**src/hdl/itd_pkg.sv**
```systemverilog
// shared types and constants for the impact and tilt event detector
package itd_pkg;

    // gravity, 9.80665 m/s^2 rounded to q8.8
    localparam logic [15:0] GRAVITY_Q88 = 16'd2511;

    localparam int CFG_DATA_W = 24;
    localparam int CFG_ADDR_W = 3;
    localparam int RES_DEPTH  = 4;

    localparam logic [3:0] STREAK_MAX = 4'd15;

    // register indexes on the configuration port
    typedef enum logic [CFG_ADDR_W-1:0] {
        REG_IMPACT_THR = 3'd0,
        REG_TILT_THR   = 3'd1,
        REG_IMPACT_CD  = 3'd2,
        REG_TILT_CD    = 3'd3,
        REG_MIN_STREAK = 3'd4
    } cfg_reg_t;

    // result kinds
    typedef enum logic {
        KIND_IMPACT = 1'b0,
        KIND_THEFT  = 1'b1
    } event_kind_t;

    typedef struct packed {
        logic [15:0] impact_thr;
        logic [15:0] tilt_threshold;
        logic [23:0] impact_cooldown;
        logic [23:0] tilt_cooldown;
        logic [3:0]  min_streak;
    } cfg_t;

    typedef struct packed {
        logic        sample_ok;
        logic [15:0] accel_x;
        logic [15:0] accel_z;
        logic [47:0] now_us;
    } sample_t;

    typedef struct packed {
        event_kind_t event_kind;
        logic [15:0] magnitude;
        logic [47:0] event_time;
        logic        last_of_run;
    } result_t;

    // up to two results from one sample, first one in res0
    typedef struct packed {
        logic [1:0] cnt;
        result_t    res1;
        result_t    res0;
    } push_t;

endpackage

```
**src/hdl/impact_and_tilt_event_detector.sv**
```systemverilog
// top level of the impact and tilt event detector
//
// one accelerometer sample comes in per request on the s_ channel; a sample
// with s_tuser (sample_ok) low is dropped and leaves all state untouched.
// each good sample gives zero, one or two events on the m_ channel: an
// impact (m_tuser = 0) when |dx| reaches the threshold outside the impact
// cooldown, then a theft (m_tuser = 1) when |z - g| has deviated for the
// minimum streak outside the tilt cooldown. m_tlast marks the last event of
// a sample.
// the events of a sample are written into the result queue, which drives m_tvalid.
// throughput: one sample per cycle while samples average at most one event and
// m_tready stays high; the detection is a single stage of subtracts and compares
// between the input register and a four-entry result queue, and the output drains
// one event per cycle, so a run of samples with two events each makes the input
// wait for the queue to drain.
// the input register waits only while the queue has fewer than two free
// slots, so a stalled receiver stops s_tready once more than two events wait.
// reset (aresetn low, synchronous) loads the default thresholds and
// cooldowns, clears the history and empties the queue.
// configuration writes via cfg_we/cfg_addr/cfg_wdata are taken without a handshake.
module impact_and_tilt_event_detector (
    input  logic                            aclk,
    input  logic                            aresetn,
    // configuration write port
    input  logic                            cfg_we,
    input  logic [itd_pkg::CFG_ADDR_W-1:0]  cfg_addr,
    input  logic [itd_pkg::CFG_DATA_W-1:0]  cfg_wdata,
    // sample input
    input  logic                            s_tvalid,
    output logic                            s_tready,
    input  logic [79:0]                     s_tdata,  // accel_x, accel_z, now_us
    input  logic                            s_tuser,  // sample_ok
    // event output
    output logic                            m_tvalid,
    input  logic                            m_tready,
    output logic [63:0]                     m_tdata,  // magnitude, event_time
    output logic                            m_tuser,  // event_kind
    output logic                            m_tlast   // last_of_run
);
    import itd_pkg::*;

    cfg_t    cfg;
    push_t   push;
    result_t out_res;
    logic    room_for_two;
    logic    advance;

    // input register, holds one sample in front of the detection logic
    logic    in_valid_reg, in_valid_next;
    sample_t in_item_reg,  in_item_next;

    itd_cfg u_cfg (
        .aclk      (aclk),
        .aresetn   (aresetn),
        .cfg_we    (cfg_we),
        .cfg_addr  (cfg_addr),
        .cfg_wdata (cfg_wdata),
        .cfg       (cfg)
    );

    // the sample moves on only if the queue can hold both possible events
    assign advance  = in_valid_reg && room_for_two;
    assign s_tready = !in_valid_reg || room_for_two;

    always_comb begin
        in_valid_next = in_valid_reg;
        in_item_next  = in_item_reg;
        if (s_tready) begin
            in_valid_next          = s_tvalid;
            in_item_next.sample_ok = s_tuser;
            in_item_next.accel_x   = s_tdata[15:0];
            in_item_next.accel_z   = s_tdata[31:16];
            in_item_next.now_us    = s_tdata[79:32];
        end
    end

    always_ff @(posedge aclk) begin
        if (!aresetn) begin
            in_valid_reg <= 1'b0;
        end else begin
            in_valid_reg <= in_valid_next;
        end
        in_item_reg <= in_item_next;
    end

    itd_core u_core (
        .aclk    (aclk),
        .aresetn (aresetn),
        .cfg     (cfg),
        .advance (advance),
        .item    (in_item_reg),
        .push    (push)
    );

    itd_fifo u_fifo (
        .aclk         (aclk),
        .aresetn      (aresetn),
        .push         (push),
        .room_for_two (room_for_two),
        .out_valid    (m_tvalid),
        .out_ready    (m_tready),
        .out_res      (out_res)
    );

    assign m_tdata = {out_res.event_time, out_res.magnitude};
    assign m_tuser = out_res.event_kind;
    assign m_tlast = out_res.last_of_run;

endmodule

```
**src/hdl/itd_cfg.sv**
```systemverilog
// configuration register file
module itd_cfg (
    input  logic                             aclk,
    input  logic                             aresetn,
    input  logic                             cfg_we,
    input  logic [itd_pkg::CFG_ADDR_W-1:0]   cfg_addr,
    input  logic [itd_pkg::CFG_DATA_W-1:0]   cfg_wdata,
    output itd_pkg::cfg_t                    cfg
);
    import itd_pkg::*;

    cfg_t cfg_reg;
    cfg_t cfg_next;

    always_comb begin
        cfg_next = cfg_reg;
        if (cfg_we) begin
            case (cfg_addr)
                REG_IMPACT_THR: cfg_next.impact_thr      = cfg_wdata[15:0];
                REG_TILT_THR:   cfg_next.tilt_threshold  = cfg_wdata[15:0];
                REG_IMPACT_CD:  cfg_next.impact_cooldown = cfg_wdata[23:0];
                REG_TILT_CD:    cfg_next.tilt_cooldown   = cfg_wdata[23:0];
                REG_MIN_STREAK: cfg_next.min_streak      = cfg_wdata[3:0];
                default: ;
            endcase
        end
    end

    always_ff @(posedge aclk) begin
        if (!aresetn) begin
            cfg_reg.impact_thr       <= 16'd6400;
            cfg_reg.tilt_threshold   <= 16'd3072;
            cfg_reg.impact_cooldown  <= 24'd1000000;
            cfg_reg.tilt_cooldown    <= 24'd3000000;
            cfg_reg.min_streak       <= 4'd5;
        end else begin
            cfg_reg <= cfg_next;
        end
    end

    assign cfg = cfg_reg;

endmodule

```
**src/hdl/itd_core.sv**
```systemverilog
// detection logic and per-sample state
module itd_core (
    input  logic             aclk,
    input  logic             aresetn,
    input  itd_pkg::cfg_t    cfg,
    input  logic             advance,
    input  itd_pkg::sample_t item,
    output itd_pkg::push_t   push
);
    import itd_pkg::*;

    logic [15:0] previous_x_reg,       previous_x_next;
    logic        have_previous_reg,    have_previous_next;
    logic [3:0]  deviation_streak_reg, deviation_streak_next;
    logic [47:0] last_impact_time_reg, last_impact_time_next;
    logic [47:0] last_tilt_time_reg,   last_tilt_time_next;

    logic [16:0] dx;
    logic [15:0] jerk;
    logic [16:0] dz;
    logic [15:0] vdev;
    logic [47:0] impact_elapsed;
    logic [47:0] tilt_elapsed;
    logic        impact_cd_done;
    logic        tilt_cd_done;
    logic        deviating;
    logic [3:0]  streak_inc;
    logic        fire_impact;
    logic        fire_theft;
    logic        take;
    result_t     impact_res;
    result_t     theft_res;

    always_comb begin
        take = advance && item.sample_ok;

        dx   = {item.accel_x[15], item.accel_x} - {previous_x_reg[15], previous_x_reg};
        jerk = dx[16] ? 16'(-dx) : dx[15:0];
        dz   = {item.accel_z[15], item.accel_z} - {1'b0, GRAVITY_Q88};
        vdev = dz[16] ? 16'(-dz) : dz[15:0];

        // elapsed time wraps modulo 2^48, cooldown is only 24 bits wide
        impact_elapsed = item.now_us - last_impact_time_reg;
        tilt_elapsed   = item.now_us - last_tilt_time_reg;
        impact_cd_done = (|impact_elapsed[47:24]) ||
                         (impact_elapsed[23:0] > cfg.impact_cooldown);
        tilt_cd_done   = (|tilt_elapsed[47:24]) ||
                         (tilt_elapsed[23:0] > cfg.tilt_cooldown);

        deviating  = vdev >= cfg.tilt_threshold;
        streak_inc = (deviation_streak_reg == STREAK_MAX) ? STREAK_MAX
                                                          : deviation_streak_reg + 4'd1;

        fire_impact = have_previous_reg && (jerk >= cfg.impact_thr) && impact_cd_done;
        fire_theft  = deviating && (streak_inc >= cfg.min_streak) && tilt_cd_done;

        previous_x_next       = previous_x_reg;
        have_previous_next    = have_previous_reg;
        deviation_streak_next = deviation_streak_reg;
        last_impact_time_next = last_impact_time_reg;
        last_tilt_time_next   = last_tilt_time_reg;
        if (take) begin
            previous_x_next    = item.accel_x;
            have_previous_next = 1'b1;
            if (fire_impact) begin
                last_impact_time_next = item.now_us;
            end
            if (fire_theft) begin
                last_tilt_time_next = item.now_us;
            end
            deviation_streak_next = (deviating && !fire_theft) ? streak_inc : 4'd0;
        end

        impact_res.event_kind  = KIND_IMPACT;
        impact_res.magnitude   = jerk;
        impact_res.event_time  = item.now_us;
        impact_res.last_of_run = !fire_theft;

        theft_res.event_kind   = KIND_THEFT;
        theft_res.magnitude    = vdev;
        theft_res.event_time   = item.now_us;
        theft_res.last_of_run  = 1'b1;

        // impact goes first when both fire
        push.res0 = fire_impact ? impact_res : theft_res;
        push.res1 = theft_res;
        if (take) begin
            push.cnt = {1'b0, fire_impact} + {1'b0, fire_theft};
        end else begin
            push.cnt = 2'd0;
        end
    end

    always_ff @(posedge aclk) begin
        if (!aresetn) begin
            previous_x_reg       <= '0;
            have_previous_reg    <= 1'b0;
            deviation_streak_reg <= '0;
            last_impact_time_reg <= '0;
            last_tilt_time_reg   <= '0;
        end else begin
            previous_x_reg       <= previous_x_next;
            have_previous_reg    <= have_previous_next;
            deviation_streak_reg <= deviation_streak_next;
            last_impact_time_reg <= last_impact_time_next;
            last_tilt_time_reg   <= last_tilt_time_next;
        end
    end

endmodule

```
**src/hdl/itd_fifo.sv**
```systemverilog
// small result queue, takes up to two results per cycle, gives one while out_ready is high
module itd_fifo (
    input  logic              aclk,
    input  logic              aresetn,
    input  itd_pkg::push_t    push,
    output logic              room_for_two,
    output logic              out_valid,
    input  logic              out_ready,
    output itd_pkg::result_t  out_res
);
    import itd_pkg::*;

    localparam int PTR_W = $clog2(RES_DEPTH);
    localparam int CNT_W = $clog2(RES_DEPTH + 1);

    result_t          mem_reg [RES_DEPTH];
    logic [PTR_W-1:0] wr_ptr_reg, wr_ptr_next;
    logic [PTR_W-1:0] rd_ptr_reg, rd_ptr_next;
    logic [CNT_W-1:0] count_reg,  count_next;
    logic             pop;
    logic [PTR_W-1:0] wr_ptr_plus1;

    always_comb begin
        pop          = out_valid && out_ready;
        wr_ptr_plus1 = wr_ptr_reg + PTR_W'(1);
        wr_ptr_next  = wr_ptr_reg + PTR_W'(push.cnt);
        rd_ptr_next  = rd_ptr_reg + PTR_W'(pop);
        count_next   = count_reg + CNT_W'(push.cnt) - CNT_W'(pop);
    end

    assign room_for_two = count_reg <= CNT_W'(RES_DEPTH - 2);
    assign out_valid    = count_reg != '0;
    assign out_res      = mem_reg[rd_ptr_reg];

    always_ff @(posedge aclk) begin
        if (push.cnt != 2'd0) begin
            mem_reg[wr_ptr_reg] <= push.res0;
        end
        if (push.cnt == 2'd2) begin
            mem_reg[wr_ptr_plus1] <= push.res1;
        end
    end

    always_ff @(posedge aclk) begin
        if (!aresetn) begin
            wr_ptr_reg <= '0;
            rd_ptr_reg <= '0;
            count_reg  <= '0;
        end else begin
            wr_ptr_reg <= wr_ptr_next;
            rd_ptr_reg <= rd_ptr_next;
            count_reg  <= count_next;
        end
    end

endmodule
```
**config.mk**
```make
export PLATFORM = sky130hd
export DESIGN_NAME = impact_and_tilt_event_detector
export DESIGN_NICKNAME = d
export VERILOG_FILES = /design/src/hdl/itd_pkg.sv /design/src/hdl/impact_and_tilt_event_detector.sv /design/src/hdl/itd_cfg.sv /design/src/hdl/itd_core.sv /design/src/hdl/itd_fifo.sv
export SDC_FILE = /design/constraint.sdc
export NUM_CORES = 1
export LEC_CHECK = 0
export ABC_AREA = 1
export BUFFER_PORTS_ARGS = -buffer_cell sky130_fd_sc_hd__buf_2
export CORE_MARGIN = 2
export CORE_UTILIZATION = 57
export DETAILED_ROUTE_END_ITERATION = 12
export GPL_TIMING_DRIVEN = 1
export PLACE_DENSITY = 0.89
export SLEW_MARGIN = 20
export SYNTH_ARGS = -nofsm -noshare
export SYNTH_HDL_FRONTEND = slang
export SYNTH_SLANG_ARGS = --single-unit
```
**constraint.sdc**
```tcl
create_clock -name aclk -period 6.45 [get_ports aclk]
set_clock_uncertainty 0.1 [all_clocks]
set_input_delay 0.3225 -clock aclk [delete_from_list [all_inputs] [get_ports aclk]]
set_output_delay 0.3225 -clock aclk [all_outputs]
set_load 0.01 [all_outputs]
```
Yosys cells after proc, flatten, opt, wreduce, memory -nomap -nowiden
Memory sizes are Yosys's and may differ from the RTL's. A register that Yosys moved wholly into a read port is not among the register bits.
Cells that the tools add are included.
{"block": "word_totals", "mem_bits_rw": 264, "n_memories": 1, "reg_bits": 290}
{"memory": "u_fifo.mem_reg", "depth": 4, "word_bits": 66, "read_ports": 1, "rd_clocked_by_memory_dff": 1, "wr": 2, "line_no": "itd_fifo.sv:16", "rtl": "result_t mem_reg [RES_DEPTH];"}
{"block": "classes", "add_sub_neg": 13, "n_eq_ne": 6, "order_cmp": 6, "reduce_logical": 25, "n_mux": 11}
{"operator": "$sub A48 B48 Y48", "count": 2}
{"operator": "$mux W66", "count": 1}
{"operator": "$gt A24 B24 Y1", "count": 2}
{"operator": "$reduce_or A24 Y1", "count": 2}
{"operator": "$ge A16 B16 Y1", "count": 2}
{"operator": "$mux W16", "count": 2}
{"operator": "$neg A16 Y16", "count": 2}
{"operator": "$sub A16 B13 Y17 const B", "count": 1}
{"operator": "$sub A16 B16 Y17", "count": 1}
{"operator": "$reduce_and A2 Y1", "count": 7}
{"operator": "$logic_and A1 B1 Y1", "count": 8}
{"operator": "$mux W4", "count": 2}
{"operator": "$eq A3 B2 Y1 const B", "count": 2}
{"operator": "$add A4 B1 Y4 const B", "count": 1}
{"operator": "$eq A4 B4 Y1 const B", "count": 1}
{"operator": "$ge A4 B4 Y1", "count": 1}
{"operator": "$mux W1", "count": 4}
{"operator": "$mux W2", "count": 2}
{"operator": "$add A3 B2 Y3", "count": 1}
{"operator": "$eq A3 B1 Y1 const B", "count": 1}
{"operator": "$eq A3 B3 Y1 const B", "count": 1}
{"operator": "$le A3 B2 Y1 const B", "count": 1}
{"operator": "$logic_not A3 Y1", "count": 1}
{"operator": "$logic_or A1 B1 Y1", "count": 3}
{"operator": "other kinds (9)", "count": 10}

Depth between registers and ports, before layout
{"block": "depth", "ltp_word": 11, "mapped_depth": 43, "ltp_nobuf": 40}

Hierarchy
From an unflattened synthesis, not the netlist that was laid out.
{"block": "hier_totals", "hier_cells": 5339, "hier_area_um2": 37404.6}
{"mod": "itd_core", "area_per_inst_um2": 18585.3, "cells_each": 3429, "n_inst": 1}
{"mod": "itd_fifo", "area_per_inst_um2": 13002.5, "cells_each": 1353, "n_inst": 1}
{"mod": "itd_cfg", "area_per_inst_um2": 3330.7, "cells_each": 468, "n_inst": 1}
{"mod": "impact_and_tilt_event_detector", "area_per_inst_um2": 2486.1, "cells_each": 89, "n_inst": 1}

Least setup slack after synthesis
Ideal clock, no wire load.
{"block": "synth_path", "kind": "reg2reg", "from": "reg in_item_reg[0] in the netlist's numbering", "to": "mem u_fifo.mem_reg[3][29] in the netlist's numbering, data pin", "arrival_time_ps": 6544, "required_time_ps": 6209, "path_slack_ps": -336, "n_path_buf": 3, "period_less_slack_ps": 6786, "stages_incl_launch_ff": 42, "cell_sequence": "edfxtp_1 inv_1 ha_1 inv_1 fa_1 nand3_1 nand3_2 nand2_1 nand2_1 nand2_1 nand2_2 nand2_1 nand2_1 xor2_1 ha_1 nand2_1 nor2_1 nand2_1 (+6 left out) nor2_1 nand2_1 nor2_1 nand3_2 nand2_1 buf_4 inv_1 ha_1 inv_1 nor2_1 nor2_1 nor2_1 inv_1 nand2_1 inv_1 clkbuf_1 clkbuf_1 nor2_1"}
{"item": "start, declared", "line_no": "impact_and_tilt_event_detector.sv:50", "rtl": "sample_t in_item_reg, in_item_next;"}
{"item": "start signal, assigned", "line_no": "impact_and_tilt_event_detector.sv:83", "rtl": "in_item_reg <= in_item_next;"}
{"item": "end, declared", "line_no": "itd_fifo.sv:16"}

Final worst setup path
{"block": "layout_path", "from": "reg in_item_reg[48] in the netlist's numbering", "to": "reg u_fifo.count_reg[2]"}
{"block": "layout_via", "elab_chain_len": 10}
{"item": "$sub A16 B13 Y17 *", "line_no": "itd_core.sv:39", "rtl": "dz = {item.accel_z[15], item.accel_z} - {1'b0, GRAVITY_Q88};"}
{"item": "$neg A16 Y16", "line_no": "itd_core.sv:40", "rtl": "vdev = dz[16] ? 16'(-dz) : dz[15:0];"}
{"item": "$mux W16 *", "line_no": "itd_core.sv:40"}
{"item": "$ge A16 B16 Y1 *", "line_no": "itd_core.sv:50", "rtl": "deviating = vdev >= cfg.tilt_threshold;"}
{"item": "$logic_and A1 B1 Y1 * (2 in series)", "line_no": "itd_core.sv:55", "rtl": "fire_theft = deviating && (streak_inc >= cfg.min_streak) && tilt_cd_done;"}
{"item": "$add A1 B1 Y2 *", "line_no": "itd_core.sv:88", "rtl": "push.cnt = {1'b0, fire_impact} + {1'b0, fire_theft};"}
{"item": "$mux W2 *", "line_no": "itd_core.sv:87", "rtl": "if (take) begin"}
{"item": "$add A3 B2 Y3 *", "line_no": "itd_fifo.sv:28", "rtl": "count_next = count_reg + CNT_W'(push.cnt) - CNT_W'(pop);"}
{"item": "$sub A3 B1 Y3 *", "line_no": "itd_fifo.sv:28"}
{"item": "end signal, assigned", "line_no": "itd_fifo.sv:52", "rtl": "count_reg <= count_next;"}
{"item": "end, declared", "line_no": "itd_fifo.sv:19", "rtl": "logic [CNT_W-1:0] count_reg, count_next;"}
Mark *: on every way between the ends. The rest lies on a longest branch, timed or not.
A chain may end at the register's enable or synchronous reset.

==> flow_metrics.env <==
export IMPL_p_leak_nw=18.9
export IMPL_worst_ir_drop_vdd_mv=0.234
export IMPL_fp_row_count=91
export IMPL_initial_core_util_pct=57.4
export IMPL_hold_viol=0
export IMPL_grt_met2_usage_pct=53.5
export IMPL_post_route_util_pct=65.0
export IMPL_io_pins=181
export IMPL_areaGrowthSynthToFinish_pct=13.1
export IMPL_die_h_microns=253
export IMPL_cp_slowest_cell="edfxtp_1"
export IMPL_synth_top_family_by_area="simple AND/OR/NAND/NOR gates"
export IMPL_top_usage_layer="met2"
export IMPL_synth_simple_gate_area_share_pct=28.9
export IMPL_grt_pass1_vias=32000
export IMPL_startpoint_type="flop"
export IMPL_p_int_mw=7.00
export IMPL_relSlewSlack_pct=29.1
export IMPL_cts_setup_buffers=0
export IMPL_groute_layer_met1_usage_pct=43.1
export IMPL_fin_crit_sh_pct=93.4
export IMPL_vias=34500
export IMPL_route_detailed_drc=0
export IMPL_hold_class="in2reg"
export IMPL_clockBufferDepth=3
export IMPL_ys_warnings_count=0
export IMPL_detail_route_antenna_nets=0
export IMPL_largest_register_ffs=264
export IMPL_grt_first_pass_wirelength_microns=169000
export IMPL_grt_use_total_pct=33.7
export IMPL_fmax_mhz=166
export IMPL_syn_cell_area_sq_um=35300
export IMPL_routed_wl_microns=111000
export IMPL_synthMuxAreaShare_pct=0
export IMPL_viasPerCell=5.70
export IMPL_io_buffers=180
export IMPL_holdWs_ns=0.0315
export IMPL_cts_buffers=57
export IMPL_r2r_cells=33
export IMPL_yosysSeqAreaShare_pct=41.0
export IMPL_overflow=0
export IMPL_drt_wirelength_per_cell_microns=18.3
export IMPL_critical_path_max_fanout=7
export IMPL_avgSynthCellArea_sq_um=7.08
export IMPL_fillerInstances=4927
export IMPL_synth_area_top_cells="edfxtp_1, nand2_1, dfxtp_1, inv_1, nor2_1"
export IMPL_syn_instance_count=4991
export IMPL_cp_arrival_ns=6.46
export IMPL_syn_num_nets=5311
export IMPL_grt_max_degree=101
export IMPL_fp_dieW_microns=253
export IMPL_place_detailed_hpwl_microns=78300
export IMPL_htree_num_levels=2
export IMPL_clkTransAtPathRegs_ns=0.06
export IMPL_p_seq_share_pct=36.0
export IMPL_cpPeakStageDelay_ns=0.47
export IMPL_clock_sinks=554
export IMPL_synth_xor_area_share_pct=1.76
export IMPL_synth_cell_types=43
export IMPL_worst_pin_slew_ns=1.06
export IMPL_insertion_delay_ns=0.64
export IMPL_synthAdderAreaFrac_pct=7.42
export IMPL_slew_violations=0
export IMPL_critPathKind="reg2reg"
export IMPL_switching_share_pct=37.5
export IMPL_comb_power_share_pct=33.5
export IMPL_clkPwrFrac_pct=30.5
export IMPL_max_cap_viol_count=0
export IMPL_multi_input_area_sq_um=16800
export IMPL_whs_path_depth=3
export IMPL_antenna_found_initial=9
export IMPL_die_area_sq_um=64000
export IMPL_ff_latch_area_sq_um=14500
export IMPL_endpoint_kind="flop"
export IMPL_period_minus_slack_ns=6.02
export IMPL_globalplace_congestion=1.08
export IMPL_synth_top_area_share_pct=28.7
export IMPL_required_ns=6.89
export IMPL_synth_largest_area_cell="edfxtp_1"
export IMPL_setup_viol=0
export IMPL_cts_tree="yes"
export IMPL_status="completed"
export IMPL_synth_ff_latch_count=554
export IMPL_fin_nets=5536
export IMPL_power_switching_mw=4.20
export IMPL_drt_pass1_iter_count=9
export IMPL_p_per_area_nw_per_um2=280
export IMPL_cts_root_buf="clkbuf_16"
export IMPL_core_sq_um=61500
export IMPL_drt_iter0_drc=4261
export IMPL_synth_compound_area_share_pct=9.48
export IMPL_met3_usage_pct=7.28
export IMPL_drive_above_1_share_pct=7.07
[cell usage in the layout (no fill, tap or decap), drive strengths merged, types with 32 or more instances in the layout]
cell type	count
edfxtp	337
ha	203
nand3	234
nor2	694
nor3	32
xor2	58
o21ai	279
nand2	1352
nand4	145
o22ai	70
a21oi	224
clkbuf	75
dlygate4sd3	106
buf	219
inv	897
dfxtp	217
[power groups by stage]
stage	logic, mW	registers [mW]	clock network [mW]
floorplan	2.47	4.01	0
global placement	3.44	4.09	0
detailed placement	3.53	4.09	0
CTS	3.62	4.02	3.40
global route	4.12	4.04	3.54
finish	3.75	4.04	3.41
[kinds of logic after synthesis]
group	after synthesis
DFF	554
adders and majority gates	207
and+or+nand+nor	2477
AOI/OAI and AO/OA	625
xor gates and xnor gates	71
buffers and inverters	1057
[layer usage]
metal	part of all wire, %	vias up
met4	5.6	4
met3	12	435
met2	44	2120
met1	38	15600
met5	0.027	-
li1	-	16400
[Yosys cell counts (all sizes together)]
library cell	number
nand2	1352
inv	893
nor2	694
edfxtp	337
o21ai	279
nand3	234
a21oi	224
dfxtp	217
ha	203
nand4	145
clkbuf	118
o22ai	70
xor2	58
buf	42
nor3	32
o21bai	18
o211ai	14
xnor2	13
nand3b	12
a21o	6
o21a	5
clkinv	4
fa	4
a31oi	3
nor4	3
or2	3
a211oi	2
a21boi	2
o221ai	2
and2	1
nand2b	1
[worst max-delay path: cells and delay by family (launching register included)]
kind,cells,cell delay [ns]
buffers and inverters,8,0.87
adder cells (fa/ha/maj),5,1.54
AND/OR/NAND/NOR,17,2.23
AO/OA/AOI/OAI,1,0.24
XOR/XNOR,2,0.48
flip-flops,1,0.47
[path summary, 6_finish.rpt]
| check | start | end | slack, ns |
|---|---|---|---|
| max | in_item_reg[48]$_DFFE_PP_ | u_fifo.count_reg[2]$_SDFF_PN0_ | 0.43 |
| min | cfg_wdata[4] | u_cfg.cfg[72]$_SDFFE_PN0P_ | 0.03 |
| min reg2reg | u_core.previous_x_reg[3]$_SDFFE_PN0P_ | u_core.previous_x_reg[3]$_SDFFE_PN0P_ | 0.36 |
| max reg2reg | in_item_reg[48]$_DFFE_PP_ | u_fifo.count_reg[2]$_SDFF_PN0_ | 0.43 |
[area by class of cell]
type / instances / area share (%)
clock buffers: 74 / 4.01
diodes: 7 / 0.0438
repair buffers: 326 / 5.86
inverters: 897 / 8.44
flip-flops and latches: 554 / 36.2
clock inverters: 33 / 0.808
well taps: 790 / 2.47
multi-input cells: 3380 / 42.2
[timing repair]
action	in CTS	in global routing
hold buffers	106	0
setup endpoints to repair	0	522
gates resized for setup	0	17
endpoints found under the hold margin	141	0
[metrics by stage]
| step | power, mW | instance area, sq um | setup TNS, ns | cells | setup WS (ns) |
|---|---|---|---|---|---|
| floorplan | 6.48 | 35300 | 0 | 4991 | 0.318 |
| global placement | 7.53 | 36900 | 0 | 5841 | 0.490 |
| detailed placement | 7.62 | 36900 | 0 | 5841 | 0.292 |
| CTS | 11.0 | 39900 | 0 | 6054 | 0.233 |
| global route | 11.7 | 40000 | -0.255 | 6060 | -0.0355 |
| finish | 11.2 | 40000 | 0 | 6061 | 0.426 |
Power figures use the tool's default switching activity.
